--- config.mk ---
export PLATFORM = sky130hd
export DESIGN_NAME = pulse_energy_meter_unit_flat
export DESIGN_NICKNAME = d
export VERILOG_FILES = /design/src/design/pem_pkg.sv /design/src/design/pem_if.sv /design/src/design/pulse_energy_meter_unit.sv /design/src/design/pem_divider.sv /design/src/design/pem_out_stage.sv /design/src/flat_wrapper.sv
export VERILOG_INCLUDE_DIRS = /design/src /design/src/design
export SDC_FILE = /design/constraint.sdc
export NUM_CORES = 2
export LEC_CHECK = 0
export BUFFER_PORTS_ARGS = -buffer_cell sky130_fd_sc_hd__buf_2
export CAP_MARGIN = 0
export CORE_UTILIZATION = 27
export CTS_CLUSTER_SIZE = 28
export DETAILED_ROUTE_END_ITERATION = 8
export HOLD_SLACK_MARGIN = 0.06
export PLACE_DENSITY = 0.4
export SLEW_MARGIN = 20
export SYNTH_ARGS = -nofsm -noshare
export SYNTH_HDL_FRONTEND = slang
export SYNTH_SLANG_ARGS = --single-unit
--- constraint.sdc ---
create_clock -name i_clk -period 14.5 [get_ports i_clk]
set_clock_uncertainty 0.15 [all_clocks]
set_input_delay 0.725 -clock i_clk [delete_from_list [all_inputs] [get_ports i_clk]]
set_output_delay 0.725 -clock i_clk [all_outputs]
set_load 0.02 [all_outputs]
--- src/design/pulse_energy_meter_unit_macros.svh ---
// Assertion macros for the pulse energy meter.
// Included by the modules that check their own sequencing; needs nothing else.
`ifndef PULSE_ENERGY_METER_UNIT_MACROS_SVH
`define PULSE_ENERGY_METER_UNIT_MACROS_SVH

// Same-cycle implication, quiet during reset.
`define PEM_ASSERT_IMP(name, clk, rst_n, ante, cons) \
    name: assert property (@(posedge clk) disable iff (!rst_n) (ante) |-> (cons)) \
        else $error("pem: same-cycle check failed");

// Next-cycle implication, quiet during reset.
`define PEM_ASSERT_NEXT(name, clk, rst_n, ante, cons) \
    name: assert property (@(posedge clk) disable iff (!rst_n) (ante) |=> (cons)) \
        else $error("pem: next-cycle check failed");

`endif

--- src/design/pem_pkg.sv ---
// Shared types and constants of the pulse energy meter.
// No dependencies; used by the interfaces and every module.
package pem_pkg;

    localparam int VAL_W             = 32;
    localparam int PF_W              = 16;
    localparam int DEN_W             = VAL_W + PF_W;
    localparam int FUNC_W            = 2;
    localparam int KIND_W            = 2;
    localparam int CFG_IDX_W         = 3;
    localparam int COUNTER_WIDTH_DEF = 32;

    // 3.6e12 = 3600 s * 1000 W * 1e6 us per kWh
    localparam int WATT_NUM_W = 42;
    localparam logic [WATT_NUM_W-1:0] WATT_NUM = 42'd3600000000000;

    // kWh is reported in units of 0.0001 kWh
    localparam int KWH_SCALE_W = 14;
    localparam logic [KWH_SCALE_W-1:0] KWH_SCALE = 14'd10000;

    localparam int DIV_WIDTH_DEF =
        (COUNTER_WIDTH_DEF + KWH_SCALE_W > WATT_NUM_W) ?
        COUNTER_WIDTH_DEF + KWH_SCALE_W : WATT_NUM_W;

    localparam logic [PF_W-1:0]  PF_RST      = 16'd1000;
    localparam logic [VAL_W-1:0] MAX_W_RST   = 32'd10000;
    localparam logic [VAL_W-1:0] INTV_RST    = 32'd20000;
    localparam logic [VAL_W-1:0] MIN_GAP_RST = 32'd10000;

    typedef enum logic [FUNC_W-1:0] {
        FUNC_PULSE   = 2'd0,
        FUNC_TICK    = 2'd1,
        FUNC_RESTORE = 2'd2,
        FUNC_NONE    = 2'd3
    } t_func;

    typedef enum logic [KIND_W-1:0] {
        KIND_WATT  = 2'd0,
        KIND_COUNT = 2'd1,
        KIND_KWH   = 2'd2,
        KIND_REQ   = 2'd3
    } t_kind;

    typedef enum logic [CFG_IDX_W-1:0] {
        CFG_PF      = 3'd0,
        CFG_SLEEP   = 3'd1,
        CFG_MAX_W   = 3'd2,
        CFG_INTV    = 3'd3,
        CFG_MIN_GAP = 3'd4
    } t_cfg_idx;

    typedef enum logic [2:0] {
        ST_IDLE,
        ST_PCHK,
        ST_PDIV,
        ST_TDEC,
        ST_TDIV,
        ST_TEMIT
    } t_state;

    typedef struct packed {
        logic             done;
        logic [VAL_W-1:0] quot;
    } t_div_res;

    typedef struct packed {
        t_kind            kind;
        logic [VAL_W-1:0] value;
        logic             last;
    } t_res;

    typedef struct packed {
        logic valid;
        t_res res;
    } t_push;

endpackage

--- src/design/pem_if.sv ---
// Request and result channels of the pulse energy meter.
// Depends on pem_pkg for field widths.
interface pem_in_if;
    logic                           valid;
    logic                           ready;
    logic [pem_pkg::FUNC_W-1:0]     func;
    logic [pem_pkg::VAL_W-1:0]      pulse_time_us;
    logic [pem_pkg::VAL_W-1:0]      tick_time_ms;
    logic [pem_pkg::VAL_W-1:0]      restored_count;

    modport source (output valid, func, pulse_time_us, tick_time_ms, restored_count,
                    input ready);
    modport sink (input valid, func, pulse_time_us, tick_time_ms, restored_count,
                  output ready);
endinterface

interface pem_out_if;
    logic                           valid;
    logic                           ready;
    logic [pem_pkg::KIND_W-1:0]     kind;
    logic [pem_pkg::VAL_W-1:0]      value;
    logic                           last;

    modport source (output valid, kind, value, last, input ready);
    modport sink (input valid, kind, value, last, output ready);
endinterface

--- src/design/pulse_energy_meter_unit.sv ---
// Pulse energy meter top level: sequencer, meter state and configuration.
// Depends on pem_pkg, pem_if, pem_divider, pem_out_stage and the macros header.
//
// Requests enter on i_req (valid/ready): func 0 is a meter pulse with a us
// timestamp, func 1 a report tick with a ms time, func 2 restores the count,
// func 3 is dropped. Results leave on o_res (valid/ready) as kind/value/last;
// only ticks produce results, at most three, last marking the final one.
// One request is worked at a time; i_req.ready is high only when idle.
// A pulse in sleep mode or a restore is finished in the idle state; a glitch
// pulse is dropped in the check state. A measured pulse goes on to the divide
// state and the shared bit-serial divider, DIV_W = max(42, COUNTER_WIDTH + 14).
// A tick passes the decide state, then the kWh divide when it reports and the
// count changed, then the emit state, which pushes one result at a time and
// waits while the output register stays full.
// The output register holds a result while the receiver stalls; the meter
// takes the next request as soon as the last result is in that register.
// Synchronous reset restores the default configuration and zeroes the meter state.
// Configuration writes (i_cfg_we) land at once and are meant for idle time.
`include "pulse_energy_meter_unit_macros.svh"

module pulse_energy_meter_unit #(
    parameter int COUNTER_WIDTH = pem_pkg::COUNTER_WIDTH_DEF
) (
    input  logic                            i_clk,
    input  logic                            i_rst_n,
    pem_in_if.sink                          i_req,
    pem_out_if.source                       o_res,
    input  logic                            i_cfg_we,
    input  logic [pem_pkg::CFG_IDX_W-1:0]   i_cfg_idx,
    input  logic [pem_pkg::VAL_W-1:0]       i_cfg_data
);

    localparam int VW    = pem_pkg::VAL_W;
    localparam int DEN_W = pem_pkg::DEN_W;
    localparam int DIV_W = (COUNTER_WIDTH + pem_pkg::KWH_SCALE_W > pem_pkg::WATT_NUM_W) ?
                           COUNTER_WIDTH + pem_pkg::KWH_SCALE_W : pem_pkg::WATT_NUM_W;

    // configuration
    logic [pem_pkg::PF_W-1:0] r_pf;
    logic                     r_sleep;
    logic [VW-1:0]            r_max_w;
    logic [VW-1:0]            r_intv;
    logic [VW-1:0]            r_min_gap;

    // meter state
    logic [COUNTER_WIDTH-1:0] r_count;
    logic [COUNTER_WIDTH-1:0] r_rcount;
    logic [VW-1:0]            r_last_edge;
    logic [VW-1:0]            r_pw;
    logic [VW-1:0]            r_rw;
    logic [VW-1:0]            r_rkwh;
    logic [VW-1:0]            r_last_rep;
    logic                     r_restored;

    // work registers
    pem_pkg::t_state          r_state;
    pem_pkg::t_state          n_state;
    logic [VW-1:0]            r_time;
    logic [VW-1:0]            r_gap;
    logic [3:0]               r_pend;

    logic                     in_ready;
    logic                     acc;
    pem_pkg::t_func           func;
    logic                     glitch;
    logic [VW-1:0]            since_rep;
    logic                     send;
    logic                     active;
    logic                     cnt_ch;
    logic                     div_start;
    logic [DIV_W-1:0]         div_num;
    logic [DEN_W-1:0]         div_den;
    pem_pkg::t_div_res        div_res;
    logic                     st_ready;
    pem_pkg::t_push           push;
    pem_pkg::t_kind           sel;
    logic [3:0]               rest;
    logic [3:0]               tick_pend;
    logic                     kwh_done;

    assign acc       = i_req.valid && in_ready;
    assign func      = pem_pkg::t_func'(i_req.func);
    assign glitch    = r_gap < r_min_gap;
    assign since_rep = r_time - r_last_rep;
    assign send      = since_rep > r_intv;
    assign active    = r_restored && (r_sleep || send);
    assign cnt_ch    = r_count != r_rcount;
    assign kwh_done  = (r_state == pem_pkg::ST_TDIV) && div_res.done;

    // pick the lowest pending result kind; watt, count, kWh come out in that order
    always_comb begin
        sel = pem_pkg::KIND_REQ;
        for (int i = 3; i >= 0; i--) begin
            if (r_pend[i]) begin
                sel = pem_pkg::t_kind'(i);
            end
        end
        rest      = r_pend;
        rest[sel] = 1'b0;
    end

    // results a tick raises before the kWh divide
    always_comb begin
        tick_pend = '0;
        if (active) begin
            tick_pend[pem_pkg::KIND_WATT]  = !r_sleep && r_pw != r_rw && r_pw < r_max_w;
            tick_pend[pem_pkg::KIND_COUNT] = cnt_ch;
        end else if (send && !r_restored) begin
            tick_pend[pem_pkg::KIND_REQ] = 1'b1;
        end
    end

    // next state
    always_comb begin
        n_state = r_state;
        case (r_state)
            pem_pkg::ST_IDLE: begin
                if (acc && func == pem_pkg::FUNC_PULSE && !r_sleep) begin
                    n_state = pem_pkg::ST_PCHK;
                end else if (acc && func == pem_pkg::FUNC_TICK) begin
                    n_state = pem_pkg::ST_TDEC;
                end
            end
            pem_pkg::ST_PCHK: begin
                n_state = glitch ? pem_pkg::ST_IDLE : pem_pkg::ST_PDIV;
            end
            pem_pkg::ST_PDIV: begin
                if (div_res.done) begin
                    n_state = pem_pkg::ST_IDLE;
                end
            end
            pem_pkg::ST_TDEC: begin
                n_state = (active && cnt_ch) ? pem_pkg::ST_TDIV : pem_pkg::ST_TEMIT;
            end
            pem_pkg::ST_TDIV: begin
                if (div_res.done) begin
                    n_state = pem_pkg::ST_TEMIT;
                end
            end
            pem_pkg::ST_TEMIT: begin
                if (r_pend == 4'b0000 || (push.valid && rest == 4'b0000)) begin
                    n_state = pem_pkg::ST_IDLE;
                end
            end
            default: n_state = pem_pkg::ST_IDLE;
        endcase
    end

    // sequencer outputs
    always_comb begin
        in_ready  = 1'b0;
        div_start = 1'b0;
        div_num   = DIV_W'(pem_pkg::WATT_NUM);
        div_den   = DEN_W'(r_gap) * DEN_W'(r_pf);
        push      = '0;
        case (r_state)
            pem_pkg::ST_IDLE: begin
                in_ready = 1'b1;
            end
            pem_pkg::ST_PCHK: begin
                div_start = !glitch;
            end
            pem_pkg::ST_TDEC: begin
                // round half up: (count * 10000 + pf / 2) / pf
                div_start = active && cnt_ch;
                div_num   = DIV_W'(r_count) * DIV_W'(pem_pkg::KWH_SCALE)
                          + DIV_W'(r_pf >> 1);
                div_den   = DEN_W'(r_pf);
            end
            pem_pkg::ST_TEMIT: begin
                push.valid    = (r_pend != 4'b0000) && st_ready;
                push.res.kind = sel;
                push.res.last = rest == 4'b0000;
                case (sel)
                    pem_pkg::KIND_WATT:  push.res.value = r_pw;
                    pem_pkg::KIND_COUNT: push.res.value = VW'(r_count);
                    pem_pkg::KIND_KWH:   push.res.value = r_rkwh;
                    default:             push.res.value = '0;
                endcase
            end
            default: begin
                in_ready = 1'b0;
            end
        endcase
    end

    assign i_req.ready = in_ready;

    // configuration writes
    always_ff @(posedge i_clk) begin
        if (!i_rst_n) begin
            r_pf      <= pem_pkg::PF_RST;
            r_sleep   <= 1'b0;
            r_max_w   <= pem_pkg::MAX_W_RST;
            r_intv    <= pem_pkg::INTV_RST;
            r_min_gap <= pem_pkg::MIN_GAP_RST;
        end else if (i_cfg_we) begin
            case (pem_pkg::t_cfg_idx'(i_cfg_idx))
                pem_pkg::CFG_PF:      r_pf      <= i_cfg_data[pem_pkg::PF_W-1:0];
                pem_pkg::CFG_SLEEP:   r_sleep   <= i_cfg_data[0];
                pem_pkg::CFG_MAX_W:   r_max_w   <= i_cfg_data;
                pem_pkg::CFG_INTV:    r_intv    <= i_cfg_data;
                pem_pkg::CFG_MIN_GAP: r_min_gap <= i_cfg_data;
                default: ;
            endcase
        end
    end

    // meter state and work registers
    always_ff @(posedge i_clk) begin
        if (!i_rst_n) begin
            r_state     <= pem_pkg::ST_IDLE;
            r_count     <= '0;
            r_rcount    <= '0;
            r_last_edge <= '0;
            r_pw        <= '0;
            r_rw        <= '0;
            r_rkwh      <= '0;
            r_last_rep  <= '0;
            r_restored  <= 1'b0;
            r_pend      <= '0;
        end else begin
            r_state <= n_state;
            case (r_state)
                pem_pkg::ST_IDLE: begin
                    if (acc) begin
                        case (func)
                            pem_pkg::FUNC_PULSE: begin
                                if (r_sleep) begin
                                    r_count <= r_count + COUNTER_WIDTH'(1);
                                end
                            end
                            pem_pkg::FUNC_RESTORE: begin
                                r_count    <= COUNTER_WIDTH'(i_req.restored_count);
                                r_rcount   <= COUNTER_WIDTH'(i_req.restored_count);
                                r_restored <= 1'b1;
                            end
                            default: ;
                        endcase
                    end
                end
                pem_pkg::ST_PDIV: begin
                    if (div_res.done) begin
                        r_pw        <= div_res.quot;
                        r_last_edge <= r_time;
                        r_count     <= r_count + COUNTER_WIDTH'(1);
                    end
                end
                pem_pkg::ST_TDEC: begin
                    r_pend <= tick_pend;
                    if (active) begin
                        if (!r_sleep && r_pw != r_rw) begin
                            r_rw <= r_pw;
                        end
                        if (cnt_ch) begin
                            r_rcount <= r_count;
                        end
                        r_last_rep <= r_time;
                    end else if (send && !r_restored) begin
                        r_last_rep <= r_time;
                    end
                end
                pem_pkg::ST_TDIV: begin
                    if (div_res.done && div_res.quot != r_rkwh) begin
                        r_pend[pem_pkg::KIND_KWH] <= 1'b1;
                        r_rkwh                    <= div_res.quot;
                    end
                end
                pem_pkg::ST_TEMIT: begin
                    if (push.valid) begin
                        r_pend <= rest;
                    end
                end
                default: ;
            endcase
        end
    end

    // request payload captured at accept
    always_ff @(posedge i_clk) begin
        if (acc) begin
            r_time <= (func == pem_pkg::FUNC_TICK) ? i_req.tick_time_ms : i_req.pulse_time_us;
            r_gap  <= i_req.pulse_time_us - r_last_edge;
        end
    end

    pem_divider #(
        .DIV_WIDTH (DIV_W)
    ) u_div (
        .i_clk      (i_clk),
        .i_rst_n    (i_rst_n),
        .i_start    (div_start),
        .i_dividend (div_num),
        .i_divisor  (div_den),
        .o_res      (div_res)
    );

    pem_out_stage u_out (
        .i_clk      (i_clk),
        .i_rst_n    (i_rst_n),
        .i_push     (push),
        .o_can_load (st_ready),
        .o_res      (o_res)
    );

    `PEM_ASSERT_NEXT(a_no_push_after_acc, i_clk, i_rst_n, acc, !push.valid)
    `PEM_ASSERT_NEXT(a_restored_holds, i_clk, i_rst_n, r_restored, r_restored)
    `PEM_ASSERT_NEXT(a_kwh_to_emit, i_clk, i_rst_n, kwh_done, r_state == pem_pkg::ST_TEMIT)

endmodule

--- src/design/pem_divider.sv ---
// Shared restoring divider, one quotient bit per cycle, quotient saturated to 32 bits.
// Depends on pem_pkg and the assertion macros header.
`include "pulse_energy_meter_unit_macros.svh"

module pem_divider #(
    parameter int DIV_WIDTH = pem_pkg::DIV_WIDTH_DEF
) (
    input  logic                        i_clk,
    input  logic                        i_rst_n,
    input  logic                        i_start,
    input  logic [DIV_WIDTH-1:0]        i_dividend,
    input  logic [pem_pkg::DEN_W-1:0]   i_divisor,
    output pem_pkg::t_div_res           o_res
);

    localparam int CNT_W = $clog2(DIV_WIDTH + 1);
    localparam int DW    = pem_pkg::DEN_W;
    localparam int VW    = pem_pkg::VAL_W;

    logic [CNT_W-1:0]     r_cnt;
    logic                 r_done;
    logic [DIV_WIDTH-1:0] r_num;
    logic [DW-1:0]        r_div;
    logic [DW-1:0]        r_rem;
    logic [VW-1:0]        r_q;
    logic                 r_ovf;

    logic [DW:0]          trial;
    logic [DW:0]          diff;
    logic                 fits;
    logic [DW-1:0]        n_rem;

    always_comb begin
        trial = {r_rem, r_num[DIV_WIDTH-1]};
        diff  = trial - {1'b0, r_div};
        fits  = trial >= {1'b0, r_div};
        n_rem = fits ? diff[DW-1:0] : trial[DW-1:0];
    end

    always_ff @(posedge i_clk) begin
        if (!i_rst_n) begin
            r_cnt  <= '0;
            r_done <= 1'b0;
        end else begin
            r_done <= (r_cnt == CNT_W'(1));
            if (i_start) begin
                r_cnt <= CNT_W'(DIV_WIDTH);
            end else if (r_cnt != '0) begin
                r_cnt <= r_cnt - CNT_W'(1);
            end
        end
    end

    always_ff @(posedge i_clk) begin
        if (i_start) begin
            r_num <= i_dividend;
            r_div <= i_divisor;
            r_rem <= '0;
            r_q   <= '0;
            r_ovf <= 1'b0;
        end else if (r_cnt != '0) begin
            r_rem <= n_rem;
            r_num <= {r_num[DIV_WIDTH-2:0], 1'b0};
            r_q   <= {r_q[VW-2:0], fits};
            // any quotient bit above the low 32 forces saturation
            r_ovf <= r_ovf | r_q[VW-1];
        end
    end

    assign o_res.done = r_done;
    assign o_res.quot = r_ovf ? '1 : r_q;

    `PEM_ASSERT_IMP(a_start_idle, i_clk, i_rst_n, i_start, r_cnt == '0)
    `PEM_ASSERT_NEXT(a_start_runs, i_clk, i_rst_n, i_start, r_cnt != '0)
    `PEM_ASSERT_IMP(a_done_after, i_clk, i_rst_n, r_done, r_cnt == '0)

endmodule

--- src/design/pem_out_stage.sv ---
// Output register between the sequencer and the result channel.
// Depends on pem_pkg and pem_if.
module pem_out_stage (
    input  logic                i_clk,
    input  logic                i_rst_n,
    input  pem_pkg::t_push      i_push,
    output logic                o_can_load,
    pem_out_if.source           o_res
);

    logic          r_valid;
    pem_pkg::t_res r_res;

    assign o_can_load = !r_valid || o_res.ready;

    always_ff @(posedge i_clk) begin
        if (!i_rst_n) begin
            r_valid <= 1'b0;
        end else if (o_can_load) begin
            r_valid <= i_push.valid;
        end
    end

    always_ff @(posedge i_clk) begin
        if (o_can_load && i_push.valid) begin
            r_res <= i_push.res;
        end
    end

    assign o_res.valid = r_valid;
    assign o_res.kind  = r_res.kind;
    assign o_res.value = r_res.value;
    assign o_res.last  = r_res.last;

endmodule

--- src/flat_wrapper.sv ---
// flat-port wrapper written by rule: the top's interface ports become plain ports
module pulse_energy_meter_unit_flat 
#(
    parameter int COUNTER_WIDTH = pem_pkg::COUNTER_WIDTH_DEF
)
  (i_clk, i_rst_n, i_cfg_we, i_cfg_idx, i_cfg_data, i_req_valid, i_req_func, i_req_pulse_time_us, i_req_tick_time_ms, i_req_restored_count, i_req_ready, o_res_valid, o_res_kind, o_res_value, o_res_last, o_res_ready);
  pem_in_if i_req_i ();
  pem_out_if o_res_i ();
  input  logic i_clk;
  input  logic i_rst_n;
  input  logic i_cfg_we;
  input  logic [pem_pkg::CFG_IDX_W-1:0] i_cfg_idx;
  input  logic [pem_pkg::VAL_W-1:0] i_cfg_data;
  input wire logic [$bits(i_req_i.valid)-1:0] i_req_valid;
  input wire logic [$bits(i_req_i.func)-1:0] i_req_func;
  input wire logic [$bits(i_req_i.pulse_time_us)-1:0] i_req_pulse_time_us;
  input wire logic [$bits(i_req_i.tick_time_ms)-1:0] i_req_tick_time_ms;
  input wire logic [$bits(i_req_i.restored_count)-1:0] i_req_restored_count;
  output wire logic [$bits(i_req_i.ready)-1:0] i_req_ready;
  output wire logic [$bits(o_res_i.valid)-1:0] o_res_valid;
  output wire logic [$bits(o_res_i.kind)-1:0] o_res_kind;
  output wire logic [$bits(o_res_i.value)-1:0] o_res_value;
  output wire logic [$bits(o_res_i.last)-1:0] o_res_last;
  input wire logic [$bits(o_res_i.ready)-1:0] o_res_ready;
  assign i_req_i.valid = i_req_valid;
  assign i_req_i.func = i_req_func;
  assign i_req_i.pulse_time_us = i_req_pulse_time_us;
  assign i_req_i.tick_time_ms = i_req_tick_time_ms;
  assign i_req_i.restored_count = i_req_restored_count;
  assign i_req_ready = i_req_i.ready;
  assign o_res_valid = o_res_i.valid;
  assign o_res_kind = o_res_i.kind;
  assign o_res_value = o_res_i.value;
  assign o_res_last = o_res_i.last;
  assign o_res_i.ready = o_res_ready;
  pulse_energy_meter_unit #(.COUNTER_WIDTH(COUNTER_WIDTH)) u_core (.i_clk(i_clk), .i_rst_n(i_rst_n), .i_req(i_req_i), .o_res(o_res_i), .i_cfg_we(i_cfg_we), .i_cfg_idx(i_cfg_idx), .i_cfg_data(i_cfg_data));
endmodule
======== Word-level counts from Yosys, hierarchy flattened ========
Cells that the tools add are included.
word-level totals
  bits in registers ....................... 627
  input bits .............................. 138
  output and inout bits ................... 37
  logic and storage cells ................. 175
cells by class
  add/sub/neg operators ................... 6
  $mul .................................... 2
  magnitude comparators ................... 6
  equality and inequality tests ........... 29
  mux-type cells .......................... 46
  bitwise logic cells ..................... 4
  reduce and logical (&&, ||, !) cells .... 51
operators with widths
  cell                    number
  $mux 32                 11
  $pmux 32 s2             3
  $mux 46                 3
  $ne 32x32->1            3
  $pmux 32 s3             1
  $lt 32x32->1            2
  $sub 32x32->32          2
  $ge 49x48->1            1
  $mul 32x16->48          1
  $mux 48                 1
  $sub 48x48->48          1
  $add 46x15->46          1
  $mul 32x10->42 const B  1
  $mux 36                 1
  $add 32x1->32 const B   1
  $gt 32x32->1            1
  $pmux 3 s6              1
  $reduce_and 2->1        9
  $mux 16                 1
  $mux 3                  5
  $logic_and 1x1->1       14
  $eq 3x2->1 const B      4
  $mux 6                  2
  $ne 2x1->1 const B      5
  35 further kinds        69

======== Longest topological paths before layout ========
  word-level depth ........................ 15
  depth in mapped cells ................... 29
  mapped depth without buffers ............ 27

======== By module ========
A second synthesis with hierarchy kept.
unflattened totals
  cell total of the unflattened synthesis .. 6,682
  area, all modules ....................... 57,834.2 um^2
modules (own cells, without submodules)
  module                   instances  cells each  area an instance (um^2)  seq. area each (um^2)
  pulse_energy_meter_unit  1          5,559       46,578.4                 8,828.5
  pem_divider              1          1,083       10,147.2                 4,584.4
  pem_out_stage            1          40          1,108.6                  1,071.0

======== Worst setup path after synthesis ========
No wires, ideal clock.
  kind .................................... reg-to-reg
  from .................................... register u_core.r_time[0]
  to ...................................... register u_core.u_div.r_div[0], enable pin
  library setup time ...................... 0.431 ns
  arrival time ............................ 6.552 ns
  slack ................................... 7.366 ns
  cell stages (with the launch flop) ...... 26
  path buffers ............................ 1
  clock period less this slack ............ 7.134 ns
  cells stage by stage .................... edfxtp_1 > inv_1 > ha_1 > inv_1 > fa_1 > a21o_1 > a21oi_1 > o21ai_0 > a2111oi_0 > o21ai_0 > a31oi_1 > o31ai_1 > a21boi_0 > a31o_2 > or4_1 > nand4_1 > ha_1 > and4_1 > nand3_1 > nor4_1 > or2_2 > a221oi_1 > nor3_1 > nor2_1 > inv_2 > clkbuf_1
on the way
  word-level cells in the longest chain between the ends .. 6
RTL lines
  item                    RTL line                        text
  from (decl)             pulse_energy_meter_unit.sv:58   logic [VW-1:0] r_time;
  from (signal assigned)  pulse_energy_meter_unit.sv:282  r_time <= (func == pem_pkg::FUNC_TICK) ? i_req.tick_time_ms : i_req.pulse_time_us;
  $sub 32x32->32          pulse_energy_meter_unit.sv:84   assign since_rep = r_time - r_last_rep;
  $gt 32x32->1            pulse_energy_meter_unit.sv:85   assign send = since_rep > r_intv;
  $logic_or 1x1->1        pulse_energy_meter_unit.sv:86   assign active = r_restored && (r_sleep || send);
  $logic_and 1x1->1       pulse_energy_meter_unit.sv:86
  $logic_and 1x1->1       pulse_energy_meter_unit.sv:165  div_start = active && cnt_ch;
  $pmux 1 s2              pulse_energy_meter_unit.sv:156  case (r_state)
  net u_core.div_start    pulse_energy_meter_unit.sv:70   logic div_start;
  to (signal assigned)    pem_divider.sv:57               r_div <= i_divisor;
  to (decl)               pem_divider.sv:23               logic [DW-1:0] r_div;
The timed path passes the listed nets, and every way through them passes these cells.
A chain may end at the register's enable or synchronous reset.

======== Worst setup path in the final report ========
  from .................................... register u_core.r_time[0]
  to ...................................... register u_core.u_div.r_rem[24]
on the way
  word-level cells in the longest chain between the ends .. 6
RTL lines
  item                  RTL line                        text
  $sub 32x32->32        pulse_energy_meter_unit.sv:84
  $gt 32x32->1          pulse_energy_meter_unit.sv:85
  $logic_or 1x1->1      pulse_energy_meter_unit.sv:86
  $logic_and 1x1->1     pulse_energy_meter_unit.sv:86
  $logic_and 1x1->1     pulse_energy_meter_unit.sv:165
  $pmux 1 s2            pulse_energy_meter_unit.sv:156
  to (signal assigned)  pem_divider.sv:62               r_rem <= n_rem;
  to (decl)             pem_divider.sv:24               logic [DW-1:0] r_rem;
No other way between the ends.

==> run metrics <==
Sw Ratio=47.9%; CP Data Required Time=14.94 ns; DR pass1 iterations=6; Post-DRT Antenna Nets=0; Syn-to-layout area delta=12.1%; Critical Path AT=8.96 ns; reg2reg path depth=27; Clock Power Share=16.1%; Max-slew headroom=27.8%; Worst VDD drop=0.000274 V; fmax=117 MHz; post-CTS resize count=0; routed via count=46995; RSZ-0062 raised after global routing=no; gpl congestion=0.816; Tot GR Track Use=17.7%; status=complete, no violations; Yosys cell types=91; commonest non-fill, non-tap cells in the layout=nand2_1, inv_1, a21oi_1; Fill cells=22455; flop-to-flop setup slack=5.98 ns; Logic pwr share=64.7%; syn_nets=8006; PwrDens=218 nW/µm²; asr flop ratio synth=0%; NetSw=0.00673 W; worst-skew pair later-pin latency=0.72 ns; Post-Syn Area=57400 µm²; post-route cell area=64400 µm²; NumNets Final=8031; Mean Syn Cell Area=8.35 µm²; core area=210000 µm²; Worst-Margin Slew=1.08 ns; die width=463 µm; Clock Path Buffers=3; CTS tree=built; top cell type's share of synthesized area=17.6%; FF/Latch Area=14500 µm²; setup bufs post-CTS=0; placed cells=9621; Min-Delay Path Depth=3; final hold slack=0.142 ns; final setup vio count=0; EDFF count, synth=193; commonest non-fill, non-tap cell in the layout=nand2_1; Initial DRC Count=2753; Flop pwr share=19.2%; Yosys top cell by area=fa_1; worst setup path class=reg2reg; CP max FO=74; CTS buffer count=83; DRC=0; startpoint types=flop; Tcrit/Tclk final=58.8%; leakage dissipation=29.3 nW; drt total wl=193000 µm; min Tclk post-route=8.52 ns; initial antenna violation count=14; area of the multi-input gates=38200 µm²; Tot Pwr=0.0140 W; FP Rows=168; placed inst area=61400 µm²; Finished Layout Cells=9778; sequential area share after synthesis=25.2%; detailed-placement wirelength estimate=144000 µm; clock root buffer=clkbuf_16; setup TNS=0 ns; worst min path class=in2reg; Buffers on Ports=174; Max Slew Vio Count=0; first-pass GRT wire length=293000 µm; Max H-tree Level=3; Internal=0.00731 W; vias in the first global route=47065; layout cells sized above 1=7.24%; die area=215000 µm²; total grt overflow=0; # IOs=175; largest net degree at the start of global routing=138; number of synthesized register bits=627; CP endpoint kind=flop; Wirelength per Cell=19.7 µm; ranking of synthesized cells by area=fa_1, dfxtp_1, ha_1; synth warn=0; TritonCTS Sinks=627; CTS clk-pin slew, worst paths=0.06 ns; DIE HEIGHT=463 µm; DR vias/cell=4.81; Final Hold Vio Count=0; Initial Utilization=27.3%; ys flop type=dfxtp_1; Mapped Cells=6878; max-cap viol count=0
critical path, stage by stage, from the launching register on:
cell	delay, ns
edfxtp_1	0.38
inv_1	0.09
ha_1	0.16
inv_1	0.05
fa_1	0.39
a21o_1	0.17
a21oi_1	0.26
o21ai_0	0.18
a2111oi_0	0.72
o21ai_0	0.21
a31oi_1	0.35
o31ai_1	0.12
a21boi_0	0.19
a31o_2	0.29
or4_1	0.39
nand4_1	0.13
ha_1	0.26
and4_1	0.21
nand3_1	0.12
nor4_1	0.08
or2_2	0.28
a221oi_1	0.86
nor3_2	0.10
buf_4	0.31
nor2_4	0.53
inv_4	0.46
buf_4	0.51
a311oi_1	0.31
state kept, by name, indices dropped and copies added (netlist names), 16 cells and up:
| register | flops |
|---|---|
| u_core.r_pf | 16 |
| u_core.r_intv | 32 |
| u_core.r_last_edge | 32 |
| u_core.r_rcount | 32 |
| u_core.u_div.r_div | 48 |
| u_core.u_out.o_res.value | 32 |
| u_core.r_rw | 32 |
| u_core.r_last_rep | 32 |
| u_core.r_time | 32 |
| u_core.r_min_gap | 32 |
| u_core.u_div.r_q | 32 |
| u_core.u_div.r_rem | 48 |
| u_core.r_gap | 32 |
| u_core.u_div.r_num | 46 |
| u_core.r_pw | 32 |
| u_core.r_max_w | 32 |
| u_core.r_rkwh | 32 |
| u_core.r_count | 32 |
cells by family (layout without fill, tap and decap cells):
kind of cell / Yosys count / in the layout / synth area share, %
xor gates and xnor gates: 265 / 265 / 4.04
buffers and inverters: 1302 / 1395 / 8.51
adders and majority gates: 991 / 991 / 28.2
AOI/OAI and AO/OA: 1332 / 1332 / 14.3
other: 0 / 2 / 0
and+or+nand+nor: 2223 / 2223 / 17.2
muxes: 138 / 138 / 2.48
DFF: 627 / 627 / 25.2
metal layers:
layer	GRT usage, %	wire length, µm	vias to the layer above
li1	-	-	22653
met1	24.5	91300	23226
met2	28.9	88800	888
met3	1.96	7450	224
met4	5.26	5390	4
met5	0	26	-
through the flow:
stage | utilization, % | setup slack [ns]
after detailed placement | 29.2 | 6.01
after floorplan | - | 7.37
after CTS | 30.6 | 5.99
after global placement | 29.2 | 6.20
final | 30.6 | 5.98
after global routing | 30.6 | 5.32
power by group through the flow:
stage                     Combinational (W)  Sequential, W  Clock [W]
after floorplan                     0.00656        0.00262          0
after global placement              0.00920        0.00273          0
after detailed placement            0.00920        0.00274          0
after CTS                           0.00928        0.00270    0.00233
after global routing                 0.0103        0.00274    0.00238
final                               0.00908        0.00270    0.00226
cell usage after synthesis, types with 9 or more instances:
library cell / number
clkbuf_1: 289
or2_2: 16
nor3b_1: 16
a31oi_1: 31
o21bai_1: 23
edfxtp_1: 193
nor2_1: 564
nor2b_1: 35
and3_1: 36
a211oi_1: 86
a22o_1: 10
mux2_2: 35
ha_1: 485
xnor2_1: 157
o211ai_1: 45
nand4_1: 60
fa_1: 505
a21o_1: 126
inv_1: 972
nor3_1: 65
and2_1: 197
o21a_1: 35
a311oi_1: 23
nor4_1: 26
or4_1: 18
buf_1: 36
o21ai_0: 202
xor2_1: 108
mux2i_1: 103
nand2_1: 1027
nand2b_1: 34
o31ai_1: 17
or3_1: 20
a21oi_1: 580
o22ai_1: 22
a2111oi_0: 11
nand3_1: 80
a22oi_1: 14
dfxtp_1: 434
a21boi_0: 9
area by class of cell:
cell class / count / area share [%]
well taps: 2805 / 5.45
clock inverters: 42 / 0.882
repair buffers: 268 / 2.47
diodes: 2 / 0.00777
inverters: 974 / 5.69
flip-flops and latches: 627 / 22.5
multi-input cells: 4949 / 59.3
clock buffers: 111 / 3.70
timing repair:
action,in CTS,in global routing
endpoints found under the hold margin,1,0
hold buffers,1,0
endpoints found under the setup margin,0,0
path summary, 6_finish.rpt:
| check | startpoint | end |
|---|---|---|
| worst min register to register | u_core.r_last_edge[28] | u_core.r_last_edge[28] |
| worst min-delay path | i_cfg_data[27] | u_core.r_min_gap[27] |
| worst max register to register | u_core.r_time[0] | u_core.u_div.r_rem[24] |
| worst max-delay path | u_core.r_time[0] | u_core.u_div.r_rem[24] |
(Power assumes the default switching activity.)
